[src/hw/rtl/sfs_pkg.sv]
package sfs_pkg;

    localparam int CFG_IDX_W  = 3;
    localparam int CFG_DATA_W = 32;

    localparam logic [CFG_IDX_W-1:0] REG_MODE          = 3'd0;
    localparam logic [CFG_IDX_W-1:0] REG_ORIGIN_X      = 3'd1;
    localparam logic [CFG_IDX_W-1:0] REG_ORIGIN_Y      = 3'd2;
    localparam logic [CFG_IDX_W-1:0] REG_CELL_WIDTH    = 3'd3;
    localparam logic [CFG_IDX_W-1:0] REG_CELL_HEIGHT   = 3'd4;
    localparam logic [CFG_IDX_W-1:0] REG_CELLS_PER_ROW = 3'd5;
    localparam logic [CFG_IDX_W-1:0] REG_TOTAL_FRAMES  = 3'd6;
    localparam logic [CFG_IDX_W-1:0] REG_HOLD_TIME     = 3'd7;

    localparam logic [1:0] MODE_STATIC = 2'd0;
    localparam logic [1:0] MODE_ONCE   = 2'd1;
    localparam int         MODE_LOOP_BIT = 1;

    localparam logic OP_TICK    = 1'b0;
    localparam logic OP_RESTART = 1'b1;

    localparam logic [8:0] ROW_LEN_MAX = 9'd256;

    typedef struct packed {
        logic [1:0]  mode;
        logic [15:0] origin_x;
        logic [15:0] origin_y;
        logic [12:0] cell_width;
        logic [12:0] cell_height;
        logic [8:0]  cells_per_row;
        logic [15:0] total_frames;
        logic [31:0] hold_time;
    } cfg_t;

    localparam cfg_t CFG_RESET = '{
        mode:          MODE_STATIC,
        origin_x:      16'd0,
        origin_y:      16'd0,
        cell_width:    13'd1,
        cell_height:   13'd1,
        cells_per_row: 9'd1,
        total_frames:  16'd1,
        hold_time:     32'd1
    };

    // frame state after one item, handed to the rectangle stage
    typedef struct packed {
        logic        still;
        logic [7:0]  column;
        logic [15:0] row;
        logic [15:0] frame_number;
        logic        playing;
    } snap_t;

endpackage

[src/hw/rtl/sfs_in_if.sv]
interface sfs_in_if;
    logic        valid;
    logic        ready;
    logic        operation;
    logic [23:0] elapsed_us;

    modport source (output valid, output operation, output elapsed_us, input ready);
    modport sink   (input valid, input operation, input elapsed_us, output ready);
endinterface

[src/hw/rtl/sfs_out_if.sv]
interface sfs_out_if;
    logic        valid;
    logic        ready;
    logic [15:0] rect_x;
    logic [15:0] rect_y;
    logic [15:0] frame_number;
    logic        playing;

    modport source (output valid, output rect_x, output rect_y, output frame_number,
                    output playing, input ready);
    modport sink   (input valid, input rect_x, input rect_y, input frame_number,
                    input playing, output ready);
endinterface

[src/hw/rtl/sprite_frame_sequencer.sv]
// An accepted item is held in the input register, its frame state update
// goes into the snapshot register, then the rectangle multiply-add into
// the output register.
// Throughput: one item per cycle; stalls only when the result is not taken.
// Reset (rst_n, async, active low): registers to defaults, sequence at
// frame 1, column/row 0, accumulator 0, playing set; no items in flight.
module sprite_frame_sequencer
    import sfs_pkg::*;
(
    input  logic                  clk,
    input  logic                  rst_n,
    input  logic                  cfg_we,
    input  logic [CFG_IDX_W-1:0]  cfg_index,
    input  logic [CFG_DATA_W-1:0] cfg_data,
    sfs_in_if.sink                tick,
    sfs_out_if.source             rect
);

    cfg_t  cfg;
    logic  snap_valid;
    logic  snap_ready;
    snap_t snap;

    sfs_cfg u_cfg (
        .clk       (clk),
        .rst_n     (rst_n),
        .cfg_we    (cfg_we),
        .cfg_index (cfg_index),
        .cfg_data  (cfg_data),
        .cfg       (cfg)
    );

    sfs_core u_core (
        .clk        (clk),
        .rst_n      (rst_n),
        .cfg        (cfg),
        .tick       (tick),
        .snap_valid (snap_valid),
        .snap_ready (snap_ready),
        .snap       (snap)
    );

    sfs_rect u_rect (
        .clk        (clk),
        .rst_n      (rst_n),
        .cfg        (cfg),
        .snap_valid (snap_valid),
        .snap_ready (snap_ready),
        .snap       (snap),
        .rect       (rect)
    );

endmodule

[src/hw/rtl/sfs_cfg.sv]
module sfs_cfg
    import sfs_pkg::*;
(
    input  logic                  clk,
    input  logic                  rst_n,
    input  logic                  cfg_we,
    input  logic [CFG_IDX_W-1:0]  cfg_index,
    input  logic [CFG_DATA_W-1:0] cfg_data,
    output cfg_t                  cfg
);

    cfg_t cfg_reg;
    cfg_t cfg_next;

    always_comb
    begin
        cfg_next = cfg_reg;
        if (cfg_we)
        begin
            unique case (cfg_index)
                REG_MODE:          cfg_next.mode          = cfg_data[1:0];
                REG_ORIGIN_X:      cfg_next.origin_x      = cfg_data[15:0];
                REG_ORIGIN_Y:      cfg_next.origin_y      = cfg_data[15:0];
                REG_CELL_WIDTH:    cfg_next.cell_width    = cfg_data[12:0];
                REG_CELL_HEIGHT:   cfg_next.cell_height   = cfg_data[12:0];
                REG_CELLS_PER_ROW: cfg_next.cells_per_row = cfg_data[8:0];
                REG_TOTAL_FRAMES:  cfg_next.total_frames  = cfg_data[15:0];
                REG_HOLD_TIME:     cfg_next.hold_time     = cfg_data[31:0];
                default:           cfg_next = cfg_reg;
            endcase
        end
    end

    always_ff @(posedge clk or negedge rst_n)
    begin
        if (!rst_n)
            cfg_reg <= CFG_RESET;
        else
            cfg_reg <= cfg_next;
    end

    assign cfg = cfg_reg;

endmodule

[src/hw/rtl/sfs_core.sv]
module sfs_core
    import sfs_pkg::*;
(
    input  logic     clk,
    input  logic     rst_n,
    input  cfg_t     cfg,
    sfs_in_if.sink   tick,
    output logic     snap_valid,
    input  logic     snap_ready,
    output snap_t    snap
);

    logic        in_valid_reg;
    logic        in_op_reg;
    logic [23:0] in_elapsed_reg;

    logic [31:0] acc_reg,    acc_next;
    logic [7:0]  col_reg,    col_next;
    logic [15:0] row_reg,    row_next;
    logic [15:0] frame_reg,  frame_next;
    logic        active_reg, active_next;

    logic        snap_valid_reg;
    snap_t       snap_reg;
    snap_t       snap_next;

    logic        adv;
    logic [32:0] sum;
    logic [31:0] acc_sat;
    logic [8:0]  row_len;
    logic [8:0]  col_inc;

    assign adv        = in_valid_reg && (!snap_valid_reg || snap_ready);
    assign tick.ready = !in_valid_reg || adv;

    always_comb
    begin
        sum     = {1'b0, acc_reg} + {9'd0, in_elapsed_reg};
        acc_sat = sum[32] ? 32'hFFFF_FFFF : sum[31:0];
        row_len = (cfg.cells_per_row == 9'd0 || cfg.cells_per_row > ROW_LEN_MAX)
                  ? ROW_LEN_MAX : cfg.cells_per_row;
        col_inc = {1'b0, col_reg} + 9'd1;

        acc_next    = acc_reg;
        col_next    = col_reg;
        row_next    = row_reg;
        frame_next  = frame_reg;
        active_next = active_reg;

        if (in_op_reg == OP_RESTART)
        begin
            acc_next    = 32'd0;
            col_next    = 8'd0;
            row_next    = 16'd0;
            frame_next  = 16'd1;
            active_next = 1'b1;
        end
        else if (cfg.mode != MODE_STATIC && active_reg)
        begin
            acc_next = acc_sat;
            if (frame_reg >= cfg.total_frames)
            begin
                if (cfg.mode[MODE_LOOP_BIT])
                begin
                    col_next   = 8'd0;
                    row_next   = 16'd0;
                    frame_next = 16'd1;
                end
                else
                begin
                    active_next = 1'b0;
                end
            end
            else if (acc_sat >= cfg.hold_time)
            begin
                if (col_inc >= row_len)
                begin
                    col_next = 8'd0;
                    row_next = row_reg + 16'd1;
                end
                else
                begin
                    col_next = col_inc[7:0];
                end
                frame_next = frame_reg + 16'd1;
                acc_next   = acc_sat - cfg.hold_time;
            end
        end

        snap_next.still        = (cfg.mode == MODE_STATIC);
        snap_next.column       = col_next;
        snap_next.row          = row_next;
        snap_next.frame_number = frame_next;
        snap_next.playing      = active_next;
    end

    always_ff @(posedge clk or negedge rst_n)
    begin
        if (!rst_n)
        begin
            in_valid_reg   <= 1'b0;
            snap_valid_reg <= 1'b0;
            acc_reg        <= 32'd0;
            col_reg        <= 8'd0;
            row_reg        <= 16'd0;
            frame_reg      <= 16'd1;
            active_reg     <= 1'b1;
        end
        else
        begin
            if (tick.ready)
                in_valid_reg <= tick.valid;
            if (!snap_valid_reg || snap_ready)
                snap_valid_reg <= in_valid_reg;
            if (adv)
            begin
                acc_reg    <= acc_next;
                col_reg    <= col_next;
                row_reg    <= row_next;
                frame_reg  <= frame_next;
                active_reg <= active_next;
            end
        end
    end

    always_ff @(posedge clk)
    begin
        if (tick.valid && tick.ready)
        begin
            in_op_reg      <= tick.operation;
            in_elapsed_reg <= tick.elapsed_us;
        end
        if (adv)
            snap_reg <= snap_next;
    end

    assign snap_valid = snap_valid_reg;
    assign snap       = snap_reg;

`ifndef SYNTHESIS
    a_frame_nonzero: assert property (@(posedge clk) disable iff (!rst_n)
        frame_reg != 16'd0)
        else $error("frame index reached zero");

    a_restart: assert property (@(posedge clk) disable iff (!rst_n)
        (adv && in_op_reg == OP_RESTART) |=>
        (frame_reg == 16'd1 && col_reg == 8'd0 && row_reg == 16'd0 &&
         acc_reg == 32'd0 && active_reg))
        else $error("restart did not rewind the sequence");

    a_stop_once: assert property (@(posedge clk) disable iff (!rst_n)
        $fell(active_reg) |-> ($past(cfg.mode) == MODE_ONCE))
        else $error("playback stopped outside play-once mode");
`endif

endmodule

[src/hw/rtl/sfs_rect.sv]
module sfs_rect
    import sfs_pkg::*;
(
    input  logic       clk,
    input  logic       rst_n,
    input  cfg_t       cfg,
    input  logic       snap_valid,
    output logic       snap_ready,
    input  snap_t      snap,
    sfs_out_if.source  rect
);

    logic        out_valid_reg;
    logic [15:0] x_reg, x_next;
    logic [15:0] y_reg, y_next;
    logic [15:0] frame_reg, frame_next;
    logic        playing_reg, playing_next;
    logic [15:0] prod_x;
    logic [15:0] prod_y;
    logic        load;

    assign snap_ready = !out_valid_reg || rect.ready;
    assign load       = snap_valid && snap_ready;

    always_comb
    begin
        prod_x = {8'd0, snap.column} * {3'd0, cfg.cell_width};
        prod_y = snap.row * {3'd0, cfg.cell_height};
        if (snap.still)
        begin
            x_next       = cfg.origin_x;
            y_next       = cfg.origin_y;
            frame_next   = 16'd1;
            playing_next = 1'b0;
        end
        else
        begin
            x_next       = cfg.origin_x + prod_x;
            y_next       = cfg.origin_y + prod_y;
            frame_next   = snap.frame_number;
            playing_next = snap.playing;
        end
    end

    always_ff @(posedge clk or negedge rst_n)
    begin
        if (!rst_n)
            out_valid_reg <= 1'b0;
        else if (snap_ready)
            out_valid_reg <= snap_valid;
    end

    always_ff @(posedge clk)
    begin
        if (load)
        begin
            x_reg       <= x_next;
            y_reg       <= y_next;
            frame_reg   <= frame_next;
            playing_reg <= playing_next;
        end
    end

    assign rect.valid        = out_valid_reg;
    assign rect.rect_x       = x_reg;
    assign rect.rect_y       = y_reg;
    assign rect.frame_number = frame_reg;
    assign rect.playing      = playing_reg;

endmodule
[src/flat_wrapper.sv]
// flat-port wrapper written by rule: the top's interface ports become plain ports
module sprite_frame_sequencer_flat import sfs_pkg::*;
  (clk, rst_n, cfg_we, cfg_index, cfg_data, tick_valid, tick_operation, tick_elapsed_us, tick_ready, rect_valid, rect_rect_x, rect_rect_y, rect_frame_number, rect_playing, rect_ready);
  sfs_in_if tick_i ();
  sfs_out_if rect_i ();
  input  logic clk;
  input  logic rst_n;
  input  logic cfg_we;
  input  logic [CFG_IDX_W-1:0] cfg_index;
  input  logic [CFG_DATA_W-1:0] cfg_data;
  input wire logic [$bits(tick_i.valid)-1:0] tick_valid;
  input wire logic [$bits(tick_i.operation)-1:0] tick_operation;
  input wire logic [$bits(tick_i.elapsed_us)-1:0] tick_elapsed_us;
  output wire logic [$bits(tick_i.ready)-1:0] tick_ready;
  output wire logic [$bits(rect_i.valid)-1:0] rect_valid;
  output wire logic [$bits(rect_i.rect_x)-1:0] rect_rect_x;
  output wire logic [$bits(rect_i.rect_y)-1:0] rect_rect_y;
  output wire logic [$bits(rect_i.frame_number)-1:0] rect_frame_number;
  output wire logic [$bits(rect_i.playing)-1:0] rect_playing;
  input wire logic [$bits(rect_i.ready)-1:0] rect_ready;
  assign tick_i.valid = tick_valid;
  assign tick_i.operation = tick_operation;
  assign tick_i.elapsed_us = tick_elapsed_us;
  assign tick_ready = tick_i.ready;
  assign rect_valid = rect_i.valid;
  assign rect_rect_x = rect_i.rect_x;
  assign rect_rect_y = rect_i.rect_y;
  assign rect_frame_number = rect_i.frame_number;
  assign rect_playing = rect_i.playing;
  assign rect_i.ready = rect_ready;
  sprite_frame_sequencer u_core (.clk(clk), .rst_n(rst_n), .cfg_we(cfg_we), .cfg_index(cfg_index), .cfg_data(cfg_data), .tick(tick_i), .rect(rect_i));
endmodule
[config.mk]
export PLATFORM = sky130hd
export DESIGN_NAME = sprite_frame_sequencer_flat
export DESIGN_NICKNAME = d
export VERILOG_FILES = /design/src/hw/rtl/sfs_pkg.sv /design/src/hw/rtl/sfs_in_if.sv /design/src/hw/rtl/sfs_out_if.sv /design/src/hw/rtl/sprite_frame_sequencer.sv /design/src/hw/rtl/sfs_cfg.sv /design/src/hw/rtl/sfs_core.sv /design/src/hw/rtl/sfs_rect.sv /design/src/flat_wrapper.sv
export SDC_FILE = /design/constraint.sdc
export NUM_CORES = 1
export LEC_CHECK = 0
export BUFFER_PORTS_ARGS = -buffer_cell sky130_fd_sc_hd__buf_2
export CAP_MARGIN = 30
export CORE_UTILIZATION = 50
export DETAILED_ROUTE_END_ITERATION = 6
export MAX_ROUTING_LAYER = met4
export PLACE_DENSITY = 0.71
export SLEW_MARGIN = 0
export SYNTH_ARGS = -nofsm -noshare
export SYNTH_HDL_FRONTEND = slang
export SYNTH_SLANG_ARGS = --single-unit
[constraint.sdc]
create_clock -name clk -period 6.8 [get_ports clk]
set_input_delay 0 -clock clk [delete_from_list [all_inputs] [get_ports clk]]
set_output_delay 0 -clock clk [all_outputs]
set_load 0.005 [all_outputs]
# [Yosys cells after proc, flatten, opt, wreduce, memory -nomap -nowiden]
# Cells that the tools add are included.
[word_totals] register_bits=309
[classes] n_addsub=7 order_cmp=4 n_mul=2 eq_ne=7 n_reduce_logical=25 muxes=29
[ops] cell="2-to-1 mux 16 bit" count=13
[ops] cell="2-to-1 mux 32 bit" count=5
[ops] cell="2-to-1 mux 8 bit" count=6
[ops] cell="adder 32 x 24 -> 33 bit" count=1
[ops] cell="adder 16 x 1 -> 16 bit (second input constant)" count=2
[ops] cell="adder 16 bit" count=2
[ops] cell=">= comparator 32 bit" count=1
[ops] cell="subtractor 32 bit" count=1
[ops] cell="AND reduction 2 bit" count=9
[ops] cell=">= comparator 16 bit" count=1
[ops] cell="multiplier 16 x 13 -> 16 bit" count=1
[ops] cell="multiplier 8 x 13 -> 16 bit" count=1
[ops] cell="equality test 3 bit (second input constant)" count=4
[ops] cell="adder 8 x 1 -> 9 bit (second input constant)" count=1
[ops] cell=">= comparator 9 bit" count=1
[ops] cell="greater-than comparator 9 bit (second input constant)" count=1
[ops] cell="logical NOT 9 bit" count=1
[ops] cell="2-to-1 mux 9 bit" count=1
[ops] cell="equality test 3 x 2 -> 1 bit (second input constant)" count=2
[ops] cell="logical AND 1 bit" count=4
[ops] cell="logical OR 1 bit" count=4
[ops] cell="2-to-1 mux 1 bit" count=4
[ops] cell="nonzero test 2 bit" count=2
[ops] cell="equality test 3 x 1 -> 1 bit (second input constant)" count=1
[ops] cell="other kinds (3)" count=5

# [Longest topological paths before layout]
[depth] depth_word=9 mapped_depth=25 ltp_nobuf=22

# [Cells and area by module]
# A second synthesis with hierarchy kept.
[unflattened] hier_cells=2488 hier_area_um2=24598.6
[modules_own_cells] mod="sfs_core" n_inst=1 seq_area_each_um2=3891.2 area_each_um2=10656.5 cells_each=1233
[modules_own_cells] mod="sfs_rect" n_inst=1 seq_area_each_um2=1496.4 area_each_um2=9379.0 cells_each=999
[modules_own_cells] mod="sfs_cfg" n_inst=1 seq_area_each_um2=2934.1 area_each_um2=4563.1 cells_each=256

# [Least setup slack after synthesis]
# OpenSTA, ideal clock, no wires.
[synth_path] path_type="register -> register" startpoint="reg u_core.u_cfg.cfg_reg (netlist bit u_core.u_cfg.cfg[60])" endpoint="reg u_core.u_rect.y_reg[15] (netlist: u_core.u_rect.rect.rect_y[15]) (data pin)" setup_time_ps=260 path_stages_with_launch=20 setup_slack_ps=1323 arrival_time_ps=5217 required_ps=6540 cell_sequence="dfrtp_1 clkbuf_1 and2_1 fa_1 inv_1 fa_1 inv_1 fa_1 fa_1 fa_1 inv_1 fa_1 inv_1 ha_1 and3_1 a21oi_1 a21oi_1 a31oi_1 xnor2_1 mux2_2"
[synth_via] elab_chain_cells=3
[synth_rtl] element="start, declared" line="sfs_cfg.sv:12" rtl="cfg_t cfg_reg;"
[synth_rtl] element="start signal, assigned" line="sfs_cfg.sv:39" rtl="cfg_reg <= cfg_next;"
[synth_rtl] element="multiplier 16 x 13 -> 16 bit" line="sfs_rect.sv:28" rtl="prod_y = snap.row * {3'd0, cfg.cell_height};"
[synth_rtl] element="adder 16 bit" line="sfs_rect.sv:39" rtl="y_next = cfg.origin_y + prod_y;"
[synth_rtl] element="2-to-1 mux 16 bit" line="sfs_rect.sv:29" rtl="if (snap.still)"
[synth_rtl] element="named net u_core.u_rect.y_next[15]" line="sfs_rect.sv:15" rtl="logic [15:0] y_reg, y_next;"
[synth_rtl] element="end signal, assigned" line="sfs_rect.sv:58" rtl="y_reg <= y_next;"
[synth_rtl] element="end, declared" line="sfs_rect.sv:15"
# The timed path passes the listed nets, and every way through them passes these cells.
# A chain may end at the register's enable or synchronous reset.

# [Final worst setup path]
[layout_path] startpoint="reg u_core.u_core.in_elapsed_reg[0]" endpoint="reg u_core.u_core.snap_reg (netlist bit u_core.u_core.snap[26]) (data pin)"
[layout_via] elab_chain_cells=7
[layout_rtl] element="start, declared" line="sfs_core.sv:15" rtl="logic [23:0] in_elapsed_reg;"
[layout_rtl] element="start signal, assigned" line="sfs_core.sv:131" rtl="in_elapsed_reg <= tick.elapsed_us;"
[layout_rtl] element="adder 32 x 24 -> 33 bit" line="sfs_core.sv:38" rtl="sum = {1'b0, acc_reg} + {9'd0, in_elapsed_reg};"
[layout_rtl] element="2-to-1 mux 32 bit" line="sfs_core.sv:39" rtl="acc_sat = sum[32] ? 32'hFFFF_FFFF : sum[31:0];"
[layout_rtl] element=">= comparator 32 bit" line="sfs_core.sv:74" rtl="else if (acc_sat >= cfg.hold_time)"
[layout_rtl] element="2-to-1 mux 16 bit" line="sfs_core.sv:74"
[layout_rtl] element="2-to-1 mux 16 bit" line="sfs_core.sv:61" rtl="if (frame_reg >= cfg.total_frames)"
[layout_rtl] element="2-to-1 mux 16 bit" line="sfs_core.sv:58" rtl="else if (cfg.mode != MODE_STATIC && active_reg)"
[layout_rtl] element="2-to-1 mux 16 bit" line="sfs_core.sv:50" rtl="if (in_op_reg == OP_RESTART)"
[layout_rtl] element="named net u_core.u_core.row_next[9]" line="sfs_core.sv:19" rtl="logic [15:0] row_reg, row_next;"
[layout_rtl] element="end signal, assigned" line="sfs_core.sv:134" rtl="snap_reg <= snap_next;"
[layout_rtl] element="end, declared" line="sfs_core.sv:24" rtl="snap_t snap_reg;"
# The timed path passes the listed nets, and every way through them passes these cells.

==> impl_metrics.yaml <==
final_layout:
  largest_register_ffs: 117
  mostFrequentLayoutCells: "inv_1 (293), nand2_1 (270), dfrtp_1 (186)"
  layout.cells.non_filler: 3244
  antenna-diode-count: 0
  area_growth_syn_to_layout_pct: 13.1
  final_nets: 2989
  fillCellCount: 4040
  final_common_cell: "inv_1"
  drive_gt1_frac: 0.138
place:
  hpwl_mm: 44.1
  port_buffers: 115
  globalplace.congestion: 0.926
  dpl_worst_slack_ns: 0.477
  place_inst: 3113
setup_path:
  end_kind: "register"
  endpoint: "u_core.u_core.snap[26]"
  crit_buf_inv: 3
  cp-start-kind: "register"
  crit_family: "compound AO/OA/AOI/OAI gates"
  cp.depth: 24
  rrSetupSlack_ns: 0.44
  reg2reg_to: "u_core.u_core.snap[26]"
  r2r_cells: 24
  critical_path_class: "register to register"
  cpPeakStageDelay_ns: 0.43
  cp_slowest_cell: "fa_1"
  worstPathArrival_ns: 6.74
  worstPathMaxFanout: 18
  path_cells: "ha_1, fa_1, a211oi_1, o2111ai_1, nand3_1, o21ai_1, a21oi_2, o221ai_2, and3_1, nor2_1, ha_1, inv_1, fa_1, a21o_1, a221o_1, a21oi_2, a31oi_4, o21a_4, nand3_1, buf_12, nor2_1, buf_4, a31o_2, a21oi_1"
  cp.required_ns: 7.18
  startpoint: "u_core.u_core.in_elapsed_reg[0]"
  regToRegStartpoint: "u_core.u_core.in_elapsed_reg[0]"
sta:
  whs_ns: 0.0186
  relSlewSlack: 0.368
  final-hold-violation-count: 0
  setup_viol: 0
  fin_crit_sh: 0.935
  tns_ns: 0
  maxSlewViolCount: 0
  max_freq_mhz: 157
  rsz0062_at_grt: "no"
  worst_slack_ns: 0.441
  fin_skew_ns: 0.0165
  worst-slew-pin-transition_ns: 0.943
  min_period_ns: 6.36
drt:
  postRouteAntennaNets: 0
  routed_wl_mm: 62.1
  via_count: 18600
  drt_iter0_markers: 1365
  firstDrtPassIters: 6
  vias_per_cell: 5.72
  drc: 0
  wire_per_inst_um: 19.1
global_routing:
  grt_overflow: 0
  grt_util_met1: 0.349
  grtUsageTotal: 0.267
  grt_use_met2: 0.429
  grt.busiest_layer: "met2"
  antenna_found_initial: 0
  grt_pass1_vias: 19100
  grt_max_degree: 70
  grt_use_met3: 0.0313
  grt_pass1_wl_mm: 101
clock_network:
  cts_tree: "done"
  clkLatencyLatePin_ns: 0.55
  postCtsSetupBuffers: 0
  clk_path_buf_depth: 3
  root_buffer: "clkbuf_16"
  cts_sinks: 309
  cts_made_buffers: 37
  h-tree-depth: 2
  cts.clk_slew.worst_paths_ns: 0.06
logic_synthesis:
  synth.distinct_cells: 80
  synth_cells: 2446
  synthArstFlopShare: 0.625
  synth_flop_cell: "dfrtp_1"
  synth_edf_count: 116
  yosysSeqAreaShare: 0.346
  netlist_area_sq_um: 24100
  avgSynthCellArea_sq_um: 9.83
  ys_warn_count: 0
  synth_fp_nets: 2832
  ys_seq_elements: 309
power_and_ir_drop:
  peakVddDrop_mv: 0.356
  comb_power_share: 0.637
  seq_power_share: 0.211
  power.density_nw_per_um2: 487
  switchingPower_w: 0.00574
  intPower_w: 0.00750
  clock_power_share: 0.152
  p_leak_nw: 12.4
  switching_share: 0.434
run:
  cap_violations: 0
floorplan:
  core_sq_um: 47500
  die_h_um: 221
  start_util: 0.506
  io_pins: 116
  die_area_sq_um: 49000
  die_w_um: 221
  num_rows: 80
min_path:
  worstHoldPathType: "input pin to async pin"
run_status:
  outcome: "complete, no violations"
==> worst reg2reg max path, cell delays in order, from the launching register on <==
cell	delay (ns)
edfxtp_1	0.37
ha_1	0.25
fa_1	0.43
a211oi_1	0.37
o2111ai_1	0.18
nand3_1	0.13
o21ai_1	0.19
a21oi_2	0.29
o221ai_2	0.23
and3_1	0.42
nor2_1	0.18
ha_1	0.19
inv_1	0.06
fa_1	0.43
a21o_1	0.19
a221o_1	0.43
a21oi_2	0.29
a31oi_4	0.15
o21a_4	0.26
nand3_1	0.27
buf_12	0.22
nor2_1	0.06
buf_4	0.19
a31o_2	0.26
a21oi_1	0.16
==> cell usage after synthesis, types with 34 or more instances <==
library cell / instances / area share
inv_1: 294 / 0.046
nand2_1: 270 / 0.042
dfrtp_1: 186 / 0.19
fa_1: 166 / 0.14
ha_1: 155 / 0.081
o21ai_0: 131 / 0.027
and2_1: 119 / 0.031
edfxtp_1: 116 / 0.14
mux2_2: 107 / 0.050
a21oi_1: 100 / 0.021
clkbuf_1: 86 / 0.013
nor2_1: 84 / 0.013
xnor2_1: 71 / 0.026
nand3_1: 47 / 0.0098
a21o_1: 41 / 0.013
xor2_1: 38 / 0.014
a31oi_1: 34 / 0.0088
==> worst min-delay path by stage <==
| stage | end | slack, ns | depth (start not counted) |
|---|---|---|---|
| 6_report | u_core.u_core.frame_reg[15] | 0.02 | 2 |
| 3_3_place_gp | u_core.u_cfg.cfg[30] | 0.07 | 1 |
| 5_1_grt | u_core.u_core.frame_reg[15] | 0.10 | 2 |
| 4_1_cts | u_core.u_core.frame_reg[7] | 0.05 | 2 |
| 2_1_floorplan | u_core.u_cfg.cfg[100] | -0.30 | 0 |
| 3_5_place_dp | u_core.u_core.frame_reg[7] | 0.08 | 1 |
==> through the flow <==
| step | utilization | total power (W) | cell area (sq um) |
|---|---|---|---|
| after floorplan | - | 0.00934 | 24100 |
| after global placement | 0.533 | 0.0110 | 25300 |
| after detailed placement | 0.533 | 0.0112 | 25300 |
| after CTS | 0.572 | 0.0133 | 27200 |
| after global routing | 0.572 | 0.0145 | 27200 |
| final | 0.572 | 0.0132 | 27200 |
==> power by group through the flow <==
stage / registers [W] / clock network [W] / logic (W)
final: 0.00280 / 0.00201 / 0.00844
after global routing: 0.00285 / 0.00211 / 0.00958
after CTS: 0.00279 / 0.00205 / 0.00849
after detailed placement: 0.00282 / 0 / 0.00838
after global placement: 0.00281 / 0 / 0.00816
after floorplan: 0.00268 / 0 / 0.00666
==> per-layer routing <==
| metal | share of wire | vias up |
|---|---|---|
| met4 | 0.036 | 0 |
| li1 | - | 8669 |
| met1 | 0.44 | 9202 |
| met3 | 0.052 | 124 |
| met5 | 0 | - |
| met2 | 0.47 | 573 |
==> kinds of logic after synthesis <==
kind of cell	Yosys count	share of synthesized area
AOI/OAI and AO/OA	469	0.126
xor gates and xnor gates	109	0.0397
adders and majority gates	321	0.219
buffers and inverters	394	0.0628
DFF	309	0.346
muxes	113	0.0526
and+or+nand+nor	731	0.154
==> area by class of cell <==
type / instances / area [sq um] / area share
Clock buffer: 43 / 1000 / 0.0367
Clock inverter: 22 / 204 / 0.00750
Inverter: 294 / 1100 / 0.0406
Multi-Input combinational cell: 1743 / 14300 / 0.524
Sequential cell: 309 / 8320 / 0.306
Tap cell: 615 / 769 / 0.0283
Timing Repair Buffer: 218 / 1550 / 0.0571
==> what timing repair did <==
action | in CTS | in global routing
gates resized for setup | 0 | 0
hold buffers | 65 | 0
endpoints found under the hold margin | 210 | 0
Power figures use the tool's default switching activity.
